$ cat config.mk
export PLATFORM = sky130hd
export DESIGN_NAME = facility_field_parser_top_flat
export DESIGN_NICKNAME = d
export VERILOG_FILES = /design/src/design/ffp_pkg.sv /design/src/design/ffp_chan_if.sv /design/src/design/ffp_csr_regs.sv /design/src/design/ffp_parse_core.sv /design/src/design/facility_field_parser_top.sv /design/src/flat_wrapper.sv
export SDC_FILE = /design/constraint.sdc
export NUM_CORES = 1
export LEC_CHECK = 0
export BUFFER_PORTS_ARGS = -buffer_cell sky130_fd_sc_hd__buf_4
export CAP_MARGIN = 5
export CORE_ASPECT_RATIO = 1.2
export CORE_MARGIN = 4
export CORE_UTILIZATION = 50
export CTS_CLUSTER_DIAMETER = 80
export DETAILED_ROUTE_END_ITERATION = 8
export MAX_ROUTING_LAYER = met4
export PLACE_DENSITY = 0.71
export SYNTH_ARGS = -nofsm -noshare
export SYNTH_HDL_FRONTEND = slang
export SYNTH_SLANG_ARGS = --single-unit
export TNS_END_PERCENT = 30
$ cat constraint.sdc
create_clock -name clock -period 4.4 [get_ports clock]
set_input_delay 0.88 -clock clock [delete_from_list [all_inputs] [get_ports clock]]
set_output_delay 0.88 -clock clock [all_outputs]
set_load 0.01 [all_outputs]
$ cat src/design/ffp_pkg.sv
package ffp_pkg;

   typedef struct packed {
      logic [7:0] data_byte;
      logic       field_start;
   } ffp_req_type;

   typedef struct packed {
      logic [7:0] window_size;
      logic       window_seen;
      logic [7:0] packet_size;
      logic       packet_seen;
      logic [7:0] throughput;
      logic       throughput_seen;
      logic       reverse_charge;
      logic       stopped_early;
      logic       truncated;
   } ffp_rsp_type;

   localparam int unsigned CSR_INDEX_W = 3;

   typedef struct packed {
      logic [CSR_INDEX_W-1:0] index;
      logic [7:0]             data;
   } ffp_csr_type;

   typedef struct packed {
      logic [7:0] window_code;
      logic [7:0] packet_code;
      logic [7:0] throughput_code;
      logic [7:0] charge_code;
      logic [7:0] priority_packet_size;
   } ffp_cfg_type;

   localparam logic [CSR_INDEX_W-1:0] CSR_WINDOW_CODE     = 3'd0;
   localparam logic [CSR_INDEX_W-1:0] CSR_PACKET_CODE     = 3'd1;
   localparam logic [CSR_INDEX_W-1:0] CSR_THROUGHPUT_CODE = 3'd2;
   localparam logic [CSR_INDEX_W-1:0] CSR_CHARGE_CODE     = 3'd3;
   localparam logic [CSR_INDEX_W-1:0] CSR_PRIORITY_SIZE   = 3'd4;

   localparam logic [7:0] RESET_WINDOW_CODE     = 8'd67;
   localparam logic [7:0] RESET_PACKET_CODE     = 8'd66;
   localparam logic [7:0] RESET_THROUGHPUT_CODE = 8'd2;
   localparam logic [7:0] RESET_CHARGE_CODE     = 8'd1;
   localparam logic [7:0] RESET_PRIORITY_SIZE   = 8'd7;

   localparam logic [7:0] STOP_CODE_LOW  = 8'h00;
   localparam logic [7:0] STOP_CODE_HIGH = 8'hFF;

   localparam logic [1:0] CLASS_SKIP_ONE   = 2'd0;
   localparam logic [1:0] CLASS_SKIP_TWO   = 2'd1;
   localparam logic [1:0] CLASS_SKIP_THREE = 2'd2;

   typedef enum logic [2:0] {
      PH_IDLE = 3'b001,
      PH_SCAN = 3'b010,
      PH_DONE = 3'b100
   } ffp_phase_type;

   typedef enum logic [5:0] {
      PK_NONE    = 6'b000001,
      PK_WINDOW  = 6'b000010,
      PK_PACKET  = 6'b000100,
      PK_THRU    = 6'b001000,
      PK_CHARGE  = 6'b010000,
      PK_SKIPLEN = 6'b100000
   } ffp_pend_type;

endpackage

$ cat src/design/ffp_chan_if.sv
interface ffp_chan_if #(
   parameter type payload_type = logic
) ();
   logic        valid;
   logic        ready;
   payload_type payload;

   modport source (output valid, output payload, input ready);
   modport sink (input valid, input payload, output ready);
endinterface

$ cat src/design/ffp_csr_regs.sv
module ffp_csr_regs import ffp_pkg::*; (
   input  logic        clock,
   input  logic        reset,
   ffp_chan_if.sink    csr_chan,
   output ffp_cfg_type cfg
);

   ffp_cfg_type cfg_ff;
   ffp_cfg_type cfg_in;
   logic        csr_fire;
   ffp_csr_type csr_word;

   assign csr_chan.ready = 1'b1;
   assign csr_word = csr_chan.payload;
   assign csr_fire = csr_chan.valid;

   always_comb begin
      cfg_in = cfg_ff;
      if (csr_fire) begin
         unique case (csr_word.index)
            CSR_WINDOW_CODE:     cfg_in.window_code = csr_word.data;
            CSR_PACKET_CODE:     cfg_in.packet_code = csr_word.data;
            CSR_THROUGHPUT_CODE: cfg_in.throughput_code = csr_word.data;
            CSR_CHARGE_CODE:     cfg_in.charge_code = csr_word.data;
            CSR_PRIORITY_SIZE:   cfg_in.priority_packet_size = csr_word.data;
            default: ;
         endcase
      end
   end

   always_ff @(posedge clock) begin
      if (reset) begin
         cfg_ff.window_code          <= RESET_WINDOW_CODE;
         cfg_ff.packet_code          <= RESET_PACKET_CODE;
         cfg_ff.throughput_code      <= RESET_THROUGHPUT_CODE;
         cfg_ff.charge_code          <= RESET_CHARGE_CODE;
         cfg_ff.priority_packet_size <= RESET_PRIORITY_SIZE;
      end else begin
         cfg_ff <= cfg_in;
      end
   end

   assign cfg = cfg_ff;

endmodule

$ cat src/design/ffp_parse_core.sv
module ffp_parse_core import ffp_pkg::*; (
   input  logic        clock,
   input  logic        reset,
   input  ffp_cfg_type cfg,
   ffp_chan_if.sink    req_chan,
   ffp_chan_if.source  rsp_chan
);

   logic          in_valid_ff, in_valid_in;
   ffp_req_type   in_item_ff;
   logic          req_fire;
   logic          out_free;
   logic          fire;

   ffp_phase_type phase_ff, phase_in;
   logic [7:0]    len_ff, len_in;
   logic [7:0]    pos_ff, pos_in;
   logic [8:0]    ncp_ff, ncp_in;
   ffp_pend_type  pend_ff, pend_in;
   logic [7:0]    win_ff, win_in;
   logic [7:0]    pkt_ff, pkt_in;
   logic [7:0]    thru_ff, thru_in;
   logic          win_seen_ff, win_seen_in;
   logic          pkt_seen_ff, pkt_seen_in;
   logic          thru_seen_ff, thru_seen_in;
   logic          rev_ff, rev_in;
   logic          stop_ff, stop_in;
   logic          trunc_ff, trunc_in;

   logic          emit;
   logic          stop_hit;
   logic [7:0]    b;
   logic [7:0]    pos1;
   logic [8:0]    pos1_ext;

   logic          rsp_valid_ff, rsp_valid_in;
   ffp_rsp_type   rsp_data_ff, rsp_data_in;

   assign out_free = !rsp_valid_ff || rsp_chan.ready;
   assign req_chan.ready = !in_valid_ff || out_free;
   assign req_fire = req_chan.valid && req_chan.ready;
   assign fire = in_valid_ff && out_free;

   always_comb begin
      if (req_fire) begin
         in_valid_in = 1'b1;
      end else if (out_free) begin
         in_valid_in = 1'b0;
      end else begin
         in_valid_in = in_valid_ff;
      end
   end

   assign b = in_item_ff.data_byte;
   assign pos1 = pos_ff + 8'd1;
   assign pos1_ext = {1'b0, pos1};

   always_comb begin
      phase_in     = phase_ff;
      len_in       = len_ff;
      pos_in       = pos_ff;
      ncp_in       = ncp_ff;
      pend_in      = pend_ff;
      win_in       = win_ff;
      pkt_in       = pkt_ff;
      thru_in      = thru_ff;
      win_seen_in  = win_seen_ff;
      pkt_seen_in  = pkt_seen_ff;
      thru_seen_in = thru_seen_ff;
      rev_in       = rev_ff;
      stop_in      = stop_ff;
      trunc_in     = trunc_ff;
      emit         = 1'b0;
      stop_hit     = 1'b0;
      if (in_item_ff.field_start) begin
         len_in       = b;
         pos_in       = 8'd0;
         ncp_in       = 9'd1;
         pend_in      = PK_NONE;
         win_in       = 8'd0;
         pkt_in       = 8'd0;
         thru_in      = 8'd0;
         win_seen_in  = 1'b0;
         pkt_seen_in  = 1'b0;
         thru_seen_in = 1'b0;
         rev_in       = 1'b0;
         stop_in      = 1'b0;
         trunc_in     = 1'b0;
         phase_in     = PH_SCAN;
         if (b == 8'd0) begin
            emit     = 1'b1;
            phase_in = PH_DONE;
         end
      end else if (phase_ff == PH_SCAN) begin
         pos_in = pos1;
         if (pend_ff != PK_NONE) begin
            unique case (pend_ff)
               PK_WINDOW: begin
                  win_in      = b;
                  win_seen_in = 1'b1;
               end
               PK_PACKET: begin
                  pkt_in      = b;
                  pkt_seen_in = 1'b1;
               end
               PK_THRU: begin
                  thru_in      = b;
                  thru_seen_in = 1'b1;
               end
               PK_CHARGE: begin
                  if (b[0]) begin
                     rev_in = 1'b1;
                  end
                  if (b[1] && pkt_ff == 8'd0) begin
                     pkt_in      = cfg.priority_packet_size;
                     pkt_seen_in = 1'b1;
                  end
               end
               PK_SKIPLEN: ncp_in = pos1_ext + 9'd1 + {1'b0, b};
               default: ;
            endcase
            pend_in = PK_NONE;
         end else if (pos1_ext == ncp_ff && pos1 < len_ff) begin
            if (b == STOP_CODE_LOW || b == STOP_CODE_HIGH) begin
               stop_hit = 1'b1;
               stop_in  = 1'b1;
            end else if (b == cfg.window_code) begin
               pend_in = PK_WINDOW;
               ncp_in  = pos1_ext + 9'd3;
            end else if (b == cfg.packet_code) begin
               pend_in = PK_PACKET;
               ncp_in  = pos1_ext + 9'd3;
            end else if (b == cfg.throughput_code) begin
               pend_in = PK_THRU;
               ncp_in  = pos1_ext + 9'd2;
            end else if (b == cfg.charge_code) begin
               pend_in = PK_CHARGE;
               ncp_in  = pos1_ext + 9'd2;
            end else begin
               case (b[7:6])
                  CLASS_SKIP_ONE:   ncp_in = pos1_ext + 9'd2;
                  CLASS_SKIP_TWO:   ncp_in = pos1_ext + 9'd3;
                  CLASS_SKIP_THREE: ncp_in = pos1_ext + 9'd4;
                  default: begin
                     pend_in = PK_SKIPLEN;
                     ncp_in  = pos1_ext + 9'd2;
                  end
               endcase
            end
         end
         if (stop_hit) begin
            emit     = 1'b1;
            phase_in = PH_DONE;
         end else if (pos1 >= len_ff) begin
            if (pend_in != PK_NONE || ncp_in > {1'b0, len_ff} + 9'd1) begin
               trunc_in = 1'b1;
            end
            pend_in  = PK_NONE;
            emit     = 1'b1;
            phase_in = PH_DONE;
         end
      end
   end

   always_comb begin
      rsp_data_in.window_size     = win_in;
      rsp_data_in.window_seen     = win_seen_in;
      rsp_data_in.packet_size     = pkt_in;
      rsp_data_in.packet_seen     = pkt_seen_in;
      rsp_data_in.throughput      = thru_in;
      rsp_data_in.throughput_seen = thru_seen_in;
      rsp_data_in.reverse_charge  = rev_in;
      rsp_data_in.stopped_early   = stop_in;
      rsp_data_in.truncated       = trunc_in;
      if (fire && emit) begin
         rsp_valid_in = 1'b1;
      end else if (rsp_chan.ready) begin
         rsp_valid_in = 1'b0;
      end else begin
         rsp_valid_in = rsp_valid_ff;
      end
   end

   always_ff @(posedge clock) begin
      if (reset) begin
         in_valid_ff  <= 1'b0;
         rsp_valid_ff <= 1'b0;
         phase_ff     <= PH_IDLE;
         len_ff       <= 8'd0;
         pos_ff       <= 8'd0;
         ncp_ff       <= 9'd0;
         pend_ff      <= PK_NONE;
         win_ff       <= 8'd0;
         pkt_ff       <= 8'd0;
         thru_ff      <= 8'd0;
         win_seen_ff  <= 1'b0;
         pkt_seen_ff  <= 1'b0;
         thru_seen_ff <= 1'b0;
         rev_ff       <= 1'b0;
         stop_ff      <= 1'b0;
         trunc_ff     <= 1'b0;
      end else begin
         in_valid_ff  <= in_valid_in;
         rsp_valid_ff <= rsp_valid_in;
         if (fire) begin
            phase_ff     <= phase_in;
            len_ff       <= len_in;
            pos_ff       <= pos_in;
            ncp_ff       <= ncp_in;
            pend_ff      <= pend_in;
            win_ff       <= win_in;
            pkt_ff       <= pkt_in;
            thru_ff      <= thru_in;
            win_seen_ff  <= win_seen_in;
            pkt_seen_ff  <= pkt_seen_in;
            thru_seen_ff <= thru_seen_in;
            rev_ff       <= rev_in;
            stop_ff      <= stop_in;
            trunc_ff     <= trunc_in;
         end
      end
   end

   always_ff @(posedge clock) begin
      if (req_fire) begin
         in_item_ff <= req_chan.payload;
      end
      if (fire && emit) begin
         rsp_data_ff <= rsp_data_in;
      end
   end

   assign rsp_chan.valid   = rsp_valid_ff;
   assign rsp_chan.payload = rsp_data_ff;

   a_emit_ends_parse: assert property (@(posedge clock) disable iff (reset)
      fire && emit |=> phase_ff == PH_DONE)
      else $error("parse not closed after result");

   a_no_pending_outside_scan: assert property (@(posedge clock) disable iff (reset)
      phase_ff != PH_SCAN |-> pend_ff == PK_NONE)
      else $error("pending facility outside a field");

   a_pos_within_length: assert property (@(posedge clock) disable iff (reset)
      phase_ff == PH_SCAN |-> pos_ff < len_ff)
      else $error("scan passed the declared length");

   a_stop_excludes_trunc: assert property (@(posedge clock) disable iff (reset)
      rsp_valid_ff |-> !(rsp_data_ff.stopped_early && rsp_data_ff.truncated))
      else $error("result both stopped and truncated");

endmodule

$ cat src/design/facility_field_parser_top.sv
// Facility field parser: takes one field byte per req_ transaction, at up to one
// transaction per clock while the rsp_ side does not stall, the length byte marked
// by field_start. Each byte passes an input register and the parse logic; the result
// of a field (collected window, packet size and throughput values with seen flags,
// reverse charge, stop and truncation flags) is registered in the rsp_ output
// register after the byte that ends it: a zero length byte, a stop code, or the byte
// at the declared length. A new length byte drops an unfinished field. Bytes outside
// a field give nothing. Write the csr_ registers only while no field is in flight.
module facility_field_parser_top import ffp_pkg::*; (
   input  logic       clock,
   input  logic       reset,
   ffp_chan_if.sink   req_chan,
   ffp_chan_if.source rsp_chan,
   ffp_chan_if.sink   csr_chan
);

   ffp_cfg_type cfg;

   ffp_csr_regs u_csr_regs (
      .clock    (clock),
      .reset    (reset),
      .csr_chan (csr_chan),
      .cfg      (cfg)
   );

   ffp_parse_core u_parse_core (
      .clock    (clock),
      .reset    (reset),
      .cfg      (cfg),
      .req_chan (req_chan),
      .rsp_chan (rsp_chan)
   );

endmodule

$ cat src/flat_wrapper.sv
// flat-port wrapper written by rule: the top's interface ports become plain ports
module facility_field_parser_top_flat import ffp_pkg::*;
  (clock, reset, req_chan_valid, req_chan_payload, req_chan_ready, rsp_chan_valid, rsp_chan_payload, rsp_chan_ready, csr_chan_valid, csr_chan_payload, csr_chan_ready);
  ffp_chan_if #(.payload_type(ffp_req_type)) req_chan_i ();
  ffp_chan_if #(.payload_type(ffp_rsp_type)) rsp_chan_i ();
  ffp_chan_if #(.payload_type(ffp_csr_type)) csr_chan_i ();
  input  logic clock;
  input  logic reset;
  input wire logic [$bits(req_chan_i.valid)-1:0] req_chan_valid;
  input wire logic [$bits(req_chan_i.payload)-1:0] req_chan_payload;
  output wire logic [$bits(req_chan_i.ready)-1:0] req_chan_ready;
  output wire logic [$bits(rsp_chan_i.valid)-1:0] rsp_chan_valid;
  output wire logic [$bits(rsp_chan_i.payload)-1:0] rsp_chan_payload;
  input wire logic [$bits(rsp_chan_i.ready)-1:0] rsp_chan_ready;
  input wire logic [$bits(csr_chan_i.valid)-1:0] csr_chan_valid;
  input wire logic [$bits(csr_chan_i.payload)-1:0] csr_chan_payload;
  output wire logic [$bits(csr_chan_i.ready)-1:0] csr_chan_ready;
  assign req_chan_i.valid = req_chan_valid;
  assign req_chan_i.payload = req_chan_payload;
  assign req_chan_ready = req_chan_i.ready;
  assign rsp_chan_valid = rsp_chan_i.valid;
  assign rsp_chan_payload = rsp_chan_i.payload;
  assign rsp_chan_i.ready = rsp_chan_ready;
  assign csr_chan_i.valid = csr_chan_valid;
  assign csr_chan_i.payload = csr_chan_payload;
  assign csr_chan_ready = csr_chan_i.ready;
  facility_field_parser_top u_core (.clock(clock), .reset(reset), .req_chan(req_chan_i), .rsp_chan(rsp_chan_i), .csr_chan(csr_chan_i));
endmodule
==> results of run 1 <==
power breakdown:
| part | internal [W] | switching [W] | leakage, nW |
|---|---|---|---|
| logic | 0.000110 | 0.000171 | 2.33 |
| registers | 0.00139 | 0.0000251 | 1.22 |
| clock network | 0.00102 | 0.000602 | 0.317 |
cell usage after synthesis (all sizes together), types with 4 or more instances:
| cell type | number |
|---|---|
| nand2 | 164 |
| dfxtp | 106 |
| nor2 | 95 |
| a21oi | 85 |
| edfxtp | 39 |
| xnor2 | 39 |
| clkbuf | 35 |
| ha | 35 |
| mux2i | 34 |
| inv | 32 |
| nand3 | 31 |
| nor3 | 24 |
| xor2 | 23 |
| buf | 19 |
| o21ai | 17 |
| a22oi | 15 |
| nand4 | 11 |
| a21o | 9 |
| and3 | 9 |
| a2bb2oi | 8 |
| nand3b | 7 |
| and2 | 6 |
| nor2b | 6 |
| nor4 | 6 |
| o221ai | 6 |
| o21a | 5 |
| a211oi | 4 |
| a31oi | 4 |
| nand2b | 4 |
| o21bai | 4 |
| o31ai | 4 |
timing repair:
item | CTS | global route
endpoints found under the hold margin | 0 | 0
endpoints found under the setup margin | 0 | 2
gates resized for setup | 0 | 16
per-layer routing:
layer / GRT usage (%) / wire length [um]
met1: 30.34 / 9378
met2: 43.75 / 11500
met3: 4.777 / 1307
met4: 11.07 / 787
met5: - / 0
through the flow:
stage / power (W) / setup TNS, ns
3_5_place_dp: 0.001719 / 0
5_1_grt: 0.003418 / 0
6_report: 0.003315 / 0
3_3_place_gp: 0.001718 / 0
2_1_floorplan: 0.001610 / -0.07594
4_1_cts: 0.003320 / 0
cells by family after synthesis:
group           count (synthesis)  share of synthesized area (%)
simple gates                  388                          22.43
compound gates                193                          15.39
flops                         145                          40.26
buf+inv                        87                          4.283
xor+xnor                       65                          7.695
fa+ha+maj                      37                          5.737
mux                            34                          4.161
other cells                     1                        0.04585
area by class of cell:
class / count / area, um^2 / area share, %
Sequential cell: 145 / 3297 / 33.65
Timing Repair Buffer: 114 / 859.6 / 8.774
Multi-Input combinational cell: 718 / 4599 / 46.95
Tap cell: 208 / 260.3 / 2.656
Clock buffer: 17 / 425.4 / 4.342
Clock inverter: 15 / 231.5 / 2.363
Inverter: 33 / 123.9 / 1.264
worst max-delay path: stages, from the launching register on:
cell and delay [ns]:
dfxtp_2 0.34, ha_4 0.18, xnor2_4 0.17, clkinv_1 0.13
ha_1 0.36, a21oi_1 0.14, nand2_1 0.10, maj3_2 0.33
a2111oi_2 0.35, nor3_1 0.11, and2_0 0.16, o31a_1 0.29
nand2_1 0.11, ha_1 0.25, a21o_1 0.18, a21oi_1 0.17
nand2b_1 0.08, o21ai_1 0.13, a211o_1 0.17, a21oi_1 0.07
final timing paths:
check	start	to	cells past startpoint
max	u_core.u_parse_core.pos_ff[0]$_SDFFE_PP0P_	u_core.u_parse_core.rsp_chan.payload[0]$_DFFE_PP_	19
min	u_core.u_parse_core.phase_ff[0]$_SDFFE_PP1P_	u_core.u_parse_core.phase_ff[0]$_SDFFE_PP1P_	2
max reg2reg	u_core.u_parse_core.pos_ff[0]$_SDFFE_PP0P_	u_core.u_parse_core.rsp_chan.payload[0]$_DFFE_PP_	19
min reg2reg	u_core.u_parse_core.phase_ff[0]$_SDFFE_PP1P_	u_core.u_parse_core.phase_ff[0]$_SDFFE_PP1P_	2
==> reports/qor.txt, run 1 <==
Period utilisation layout: 93.23%
CTS Root Cell: clkbuf_16
Peak Freq: 243.8 MHz
Wire length of the first global-routing pass: 36.70 mm
DRT Pass-1 Iters: 5
Vias in the first global route: 6978
I/O pin cnt: 58
Number of antenna violations at the first check in global routing: 0
Post-layout util: 61.90%
Top_reg_cell synth: dfxtp_1
Mapped Nets: 1011
Site Rows: 50
Synthesized instance count: 950
Setup Skew: 0.008884 ns
Area leader, netlist: dfxtp_1
Non-Filler Instances: 1250
Commonest non-fill, non-tap cell in the layout: nand2_1
DP HPWL: 16.54 mm
Most frequent cells in the layout: nand2_1 (163), buf_4 (113), dfxtp_1 (103), nor2_1 (93), a21oi_1 (84)
Register-to-register setup slack: 0.30 ns
CTS H-Tree Depth: 4
Clock slew at reported path FFs: 0.07 ns
CP Max Fanout: 4
Post-synthesis sequential area ratio: 40.26%
Placed insts: 1218
Die area: 18480 um^2
Mean post-synth cell area: 8.610 um^2
RSZ-0062 raised after global routing: no
Via count: 7219
Pwr dens: 338.3 nW/um^2
Slew at the pin closest to its max-slew limit: 0.9669 ns
Largest net degree at the start of global routing: 55
Die outline height: 148.1 um
Hold buffers post-CTS: 0
Yosys reg bits: 145
Top post-synthesis cells by area: dfxtp_1 (26%), edfxtp_1 (14%), nand2_1 (7.5%)
Synth unique cells: 82
GRT Util Overall: 25.87%
Worst setup EP type: flop
Worst Hold Margin: 0.4477 ns
Wire per inst: 18.38 um
RD Place Congestion: 1.007
Fin crit period: 4.102 ns
Layout Nets: 1090
DRC Markers: 0
Drt via density: 5.775
Synth Cell Area: 8179 um^2
Synth warn: 0
Synth top area share: 25.94%
Max reg flops: 40
CTS Buf Count: 17
Max-cap violations: 0
Worst EP required: 4.57 ns
Share of cells above drive strength 1: 16.99%
Iter 0 DRT Violations: 567
# clock sinks: 145
Dpl cell area: 9080 um^2
Clk_lat worst skew: 0.43 ns
Inserted Diodes: 0
Clock Path Buffers: 2
Setup slack after layout: 0.2977 ns
Die width: 124.8 um
Number of synthesized flops with an enable pin: 39
Max-slew headroom: 35.54%
ANT nets after route: 0
CTS tree: built
CORE AREA: 15830 um^2
WS Path Type: reg2reg
VDD IR max: 0.0003205 V
WL final: 22.98 mm
Leak pwr: 3.863 nW
Fillers: 1401
FFs w/ async S/R, synth: 0%
PortBufs: 56
Design area: 9797 um^2
GRT overflow: 0
Final Hold Viols: 0
Worst setup SP type: flop
Status: finished, final reports clean
WP data arrival: 4.27 ns
Pre-CTS WS: 0.04802 ns
Final setup violation count: 0
Area Growth Syn to Fin: 19.78%
Number of post-CTS setup repair buffers: 0
Max Slew Vio Count: 0
Initial Util: 51.68%
Hold WC Path Type: reg2reg
(Power assumes the default switching activity.)
==> run 2: changes to the inputs <==
Settings changed: REMOVE_ABC_BUFFERS set to 1.
==> run 2 against run 1 <==
Against the previous run:
- die area stayed put
- clock skew grew 0.0016 ns
- non-clock buffer count fell by 5
- total power down 5.5%
- maximum frequency shrank 1.7%
- critical path depth unchanged
- routed wire length shrank 0.21%
- final area shrank 1.4%
- register-to-register slack got worse by 0.07 ns
- hold slack improved by 0.0068 ns
- count of clock-buffer cells in the layout increased by 3
- largest cell class unchanged
- highest routed layer unchanged
==> reports/qor.txt, run 2 (same netlist as run 1, synthesis figures left out) <==
Status: finished, final reports clean (unchanged)
Period utilisation layout: 94.86% (was 93.23%)
ANT nets after route: 0 (unchanged)
Hold WC Path Type: reg2reg (unchanged)
TNS Setup: 0 ns (unchanged)
Worst setup SP type: flop (unchanged)
# clock sinks: 145 (unchanged)
Peak Freq: 239.6 MHz (was 243.8 MHz)
CTS Root Cell: clkbuf_16 (unchanged)
Via count: 7208 (was 7219)
Largest net degree at the start of global routing: 92 (was 55)
RD Place Congestion: 0.9369 (was 1.007)
Worst EP required: 4.56 ns (was 4.57 ns)
Wire per inst: 18.42 um (was 18.38 um)
Die width: 124.8 um (unchanged)
Inserted Diodes: 0 (unchanged)
Pwr dens: 324.3 nW/um^2 (was 338.3 nW/um^2)
Layout Nets: 1085 (was 1090)
PortBufs: 56 (unchanged)
Hold Crit Depth: 2 (unchanged)
Worst Hold Margin: 0.4546 ns (was 0.4477 ns)
Final setup violation count: 0 (unchanged)
Fin crit period: 4.174 ns (was 4.102 ns)
Slew at the pin closest to its max-slew limit: 1.148 ns (was 0.9669 ns)
Share of cells above drive strength 1: 16.39% (was 16.99%)
Max-cap violations: 0 (unchanged)
Iter 0 DRT Violations: 568 (was 567)
Most frequent cells in the layout: nand2_1 (163), buf_4 (108), dfxtp_1 (105), nor2_1 (92), a21oi_1 (84) (was nand2_1 (163), buf_4 (113), dfxtp_1 (103), nor2_1 (93), a21oi_1 (84))
CTS tree: built (unchanged)
Clk_lat worst skew: 0.43 ns (about the same)
Worst setup EP type: flop (unchanged)
Max reg flops: 40 (unchanged)
Reg2Reg Depth: 19 (unchanged)
Hold path endpoint: u_core.u_parse_core.thru_ff[5]$_SDFFE_PP0P_ (was u_core.u_parse_core.phase_ff[0]$_SDFFE_PP1P_)
Max Slew Vio Count: 0 (unchanged)
Setup Skew: 0.01053 ns (was 0.008884 ns)
Clock Path Buffers: 2 (unchanged)
I/O pin cnt: 58 (unchanged)
DP HPWL: 16.09 mm (was 16.54 mm)
DRT Pass-1 Iters: 5 (unchanged)
Max-slew headroom: 23.32% (was 35.54%)
CTS H-Tree Depth: 4 (unchanged)
Clock slew at reported path FFs: 0.06 ns (was 0.07 ns)
Leak pwr: 3.776 nW (was 3.863 nW)
Register-to-register setup slack: 0.23 ns (was 0.30 ns)
WP data arrival: 4.33 ns (was 4.27 ns)
Design Power: 0.003131 W (was 0.003315 W)
Area Growth Syn to Fin: 18.07% (was 19.78%)
Wire length of the first global-routing pass: 35.68 mm (was 36.70 mm)
Site Rows: 50 (unchanged)
CTS Buf Count: 17 (unchanged)
GRT overflow: 0 (unchanged)
Commonest non-fill, non-tap cell in the layout: nand2_1 (unchanged)
Initial Util: 51.68% (unchanged)
Worst reg2reg endpoint: u_core.u_parse_core.rsp_chan.payload[0]$_DFFE_PP_ (unchanged)
Drt via density: 5.790 (was 5.775)
Number of antenna violations at the first check in global routing: 0 (unchanged)
Fillers: 1402 (was 1401)
Die outline height: 148.1 um (unchanged)
Crit Reg-Reg Startpoint: u_core.u_parse_core.pos_ff[0]$_SDFFE_PP0P_ (unchanged)
CORE AREA: 15830 um^2 (unchanged)
GRT Util Overall: 25.03% (was 25.87%)
Hold buffers post-CTS: 0 (unchanged)
WL final: 22.93 mm (was 22.98 mm)
Die area: 18480 um^2 (unchanged)
DRC Markers: 0 (unchanged)
Vias in the first global route: 6688 (was 6978)
Final Hold Viols: 0 (unchanged)
Hold Startpoint: u_core.u_parse_core.thru_ff[5]$_SDFFE_PP0P_ (was u_core.u_parse_core.phase_ff[0]$_SDFFE_PP1P_)
CP Max Fanout: 14 (was 4)
WS Path Type: reg2reg (unchanged)
VDD IR max: 0.0002824 V (was 0.0003205 V)
-- run 2: cell types whose count changed in the layout (fill, tap and decap cells not counted), sizes merged --
| cell | before | now |
|---|---|---|
| buf | 114 | 109 |
| clkbuf | 17 | 20 |
| bufinv | 5 | 2 |
| clkinvlp | 1 | 3 |
| inv | 36 | 35 |
| clkinv | 6 | 5 |
-- run 2: final cells by class --
type | count | area [um^2] | share of cell area [%]
clock buffer | 20 | 436.7 | 4.522
clock inverter | 12 | 135.1 | 1.399
inverter | 33 | 123.9 | 1.283
multi-input combinational | 718 | 4573 | 47.36
sequential | 145 | 3297 | 34.14
tap | 208 | 260.3 | 2.695
timing repair buffer | 109 | 830.8 | 8.603
-- run 2: report_power, final --
| part | switching (W) | total, W | internal, W |
|---|---|---|---|
| registers | 0.0000278 | 0.00142 | 0.00139 |
| logic | 0.000171 | 0.000285 | 0.000113 |
| clock network | 0.000589 | 0.00143 | 0.000839 |
-- run 2: how the worst max path moves through the flow --
stage	slack (ns)	endpoint	cells past startpoint	from
detailed placement	0.08	u_core.u_parse_core.rsp_chan.payload[0]$_DFFE_PP_	19	u_core.u_parse_core.pos_ff[2]$_SDFFE_PP0P_
CTS	0.05	u_core.u_parse_core.rsp_chan.payload[0]$_DFFE_PP_	19	u_core.u_parse_core.pos_ff[2]$_SDFFE_PP0P_
global route	-0.006	u_core.u_parse_core.rsp_chan.payload[0]$_DFFE_PP_	19	u_core.u_parse_core.pos_ff[0]$_SDFFE_PP0P_
floorplan	-0.36	u_core.u_parse_core.rsp_chan.payload[0]$_DFFE_PP_	12	u_core.u_parse_core.pos_ff[0]$_SDFFE_PP0P_
global placement	0.18	u_core.u_parse_core.rsp_chan.payload[0]$_DFFE_PP_	19	u_core.u_parse_core.pos_ff[0]$_SDFFE_PP0P_
finish	0.23	u_core.u_parse_core.rsp_chan.payload[0]$_DFFE_PP_	19	u_core.u_parse_core.pos_ff[0]$_SDFFE_PP0P_
-- run 2: worst max-delay path, stage by stage (launching register included) --
cell	delay (ns)
dfxtp_1	0.33
buf_4	0.23
nand2_1	0.15
nor3_2	0.28
xor2_1	0.13
ha_1	0.32
o2111a_1	0.20
a21boi_0	0.29
nor3_2	0.09
o2111a_2	0.24
and3_1	0.17
a41oi_1	0.23
nand2_1	0.12
ha_1	0.32
a21o_1	0.18
a21oi_1	0.20
nand2b_1	0.08
o21ai_1	0.13
a211o_1	0.15
a21oi_1	0.06
-- run 2: through the flow --
stage / cells / util, % / instance area (um^2) / worst slack (ns)
finish: 1245 / 61.01 / 9657 / 0.2263
floorplan: 896 / - / 7953 / -0.3590
detailed placement: 1207 / 56.92 / 9010 / 0.08201
CTS: 1239 / 60.54 / 9582 / 0.05175
global placement: 1207 / 56.92 / 9010 / 0.1836
global route: 1245 / 61.01 / 9657 / -0.005556
-- run 2: what timing repair did --
action / 4_1_cts / 5_1_grt
setup endpoints to repair: 0 / 2
gates resized for setup: 0 / 11
buffers inserted: 0 / 6
-- run 2: layer usage --
metal | track usage, % | routed length [um] | vias to the layer above
li1 | - | - | 3488
met1 | 31.33 | 9694 | 3403
met2 | 41.99 | 11420 | 283
met3 | 4.526 | 1404 | 34
met4 | 6.798 | 405 | 0
met5 | - | 0 | -
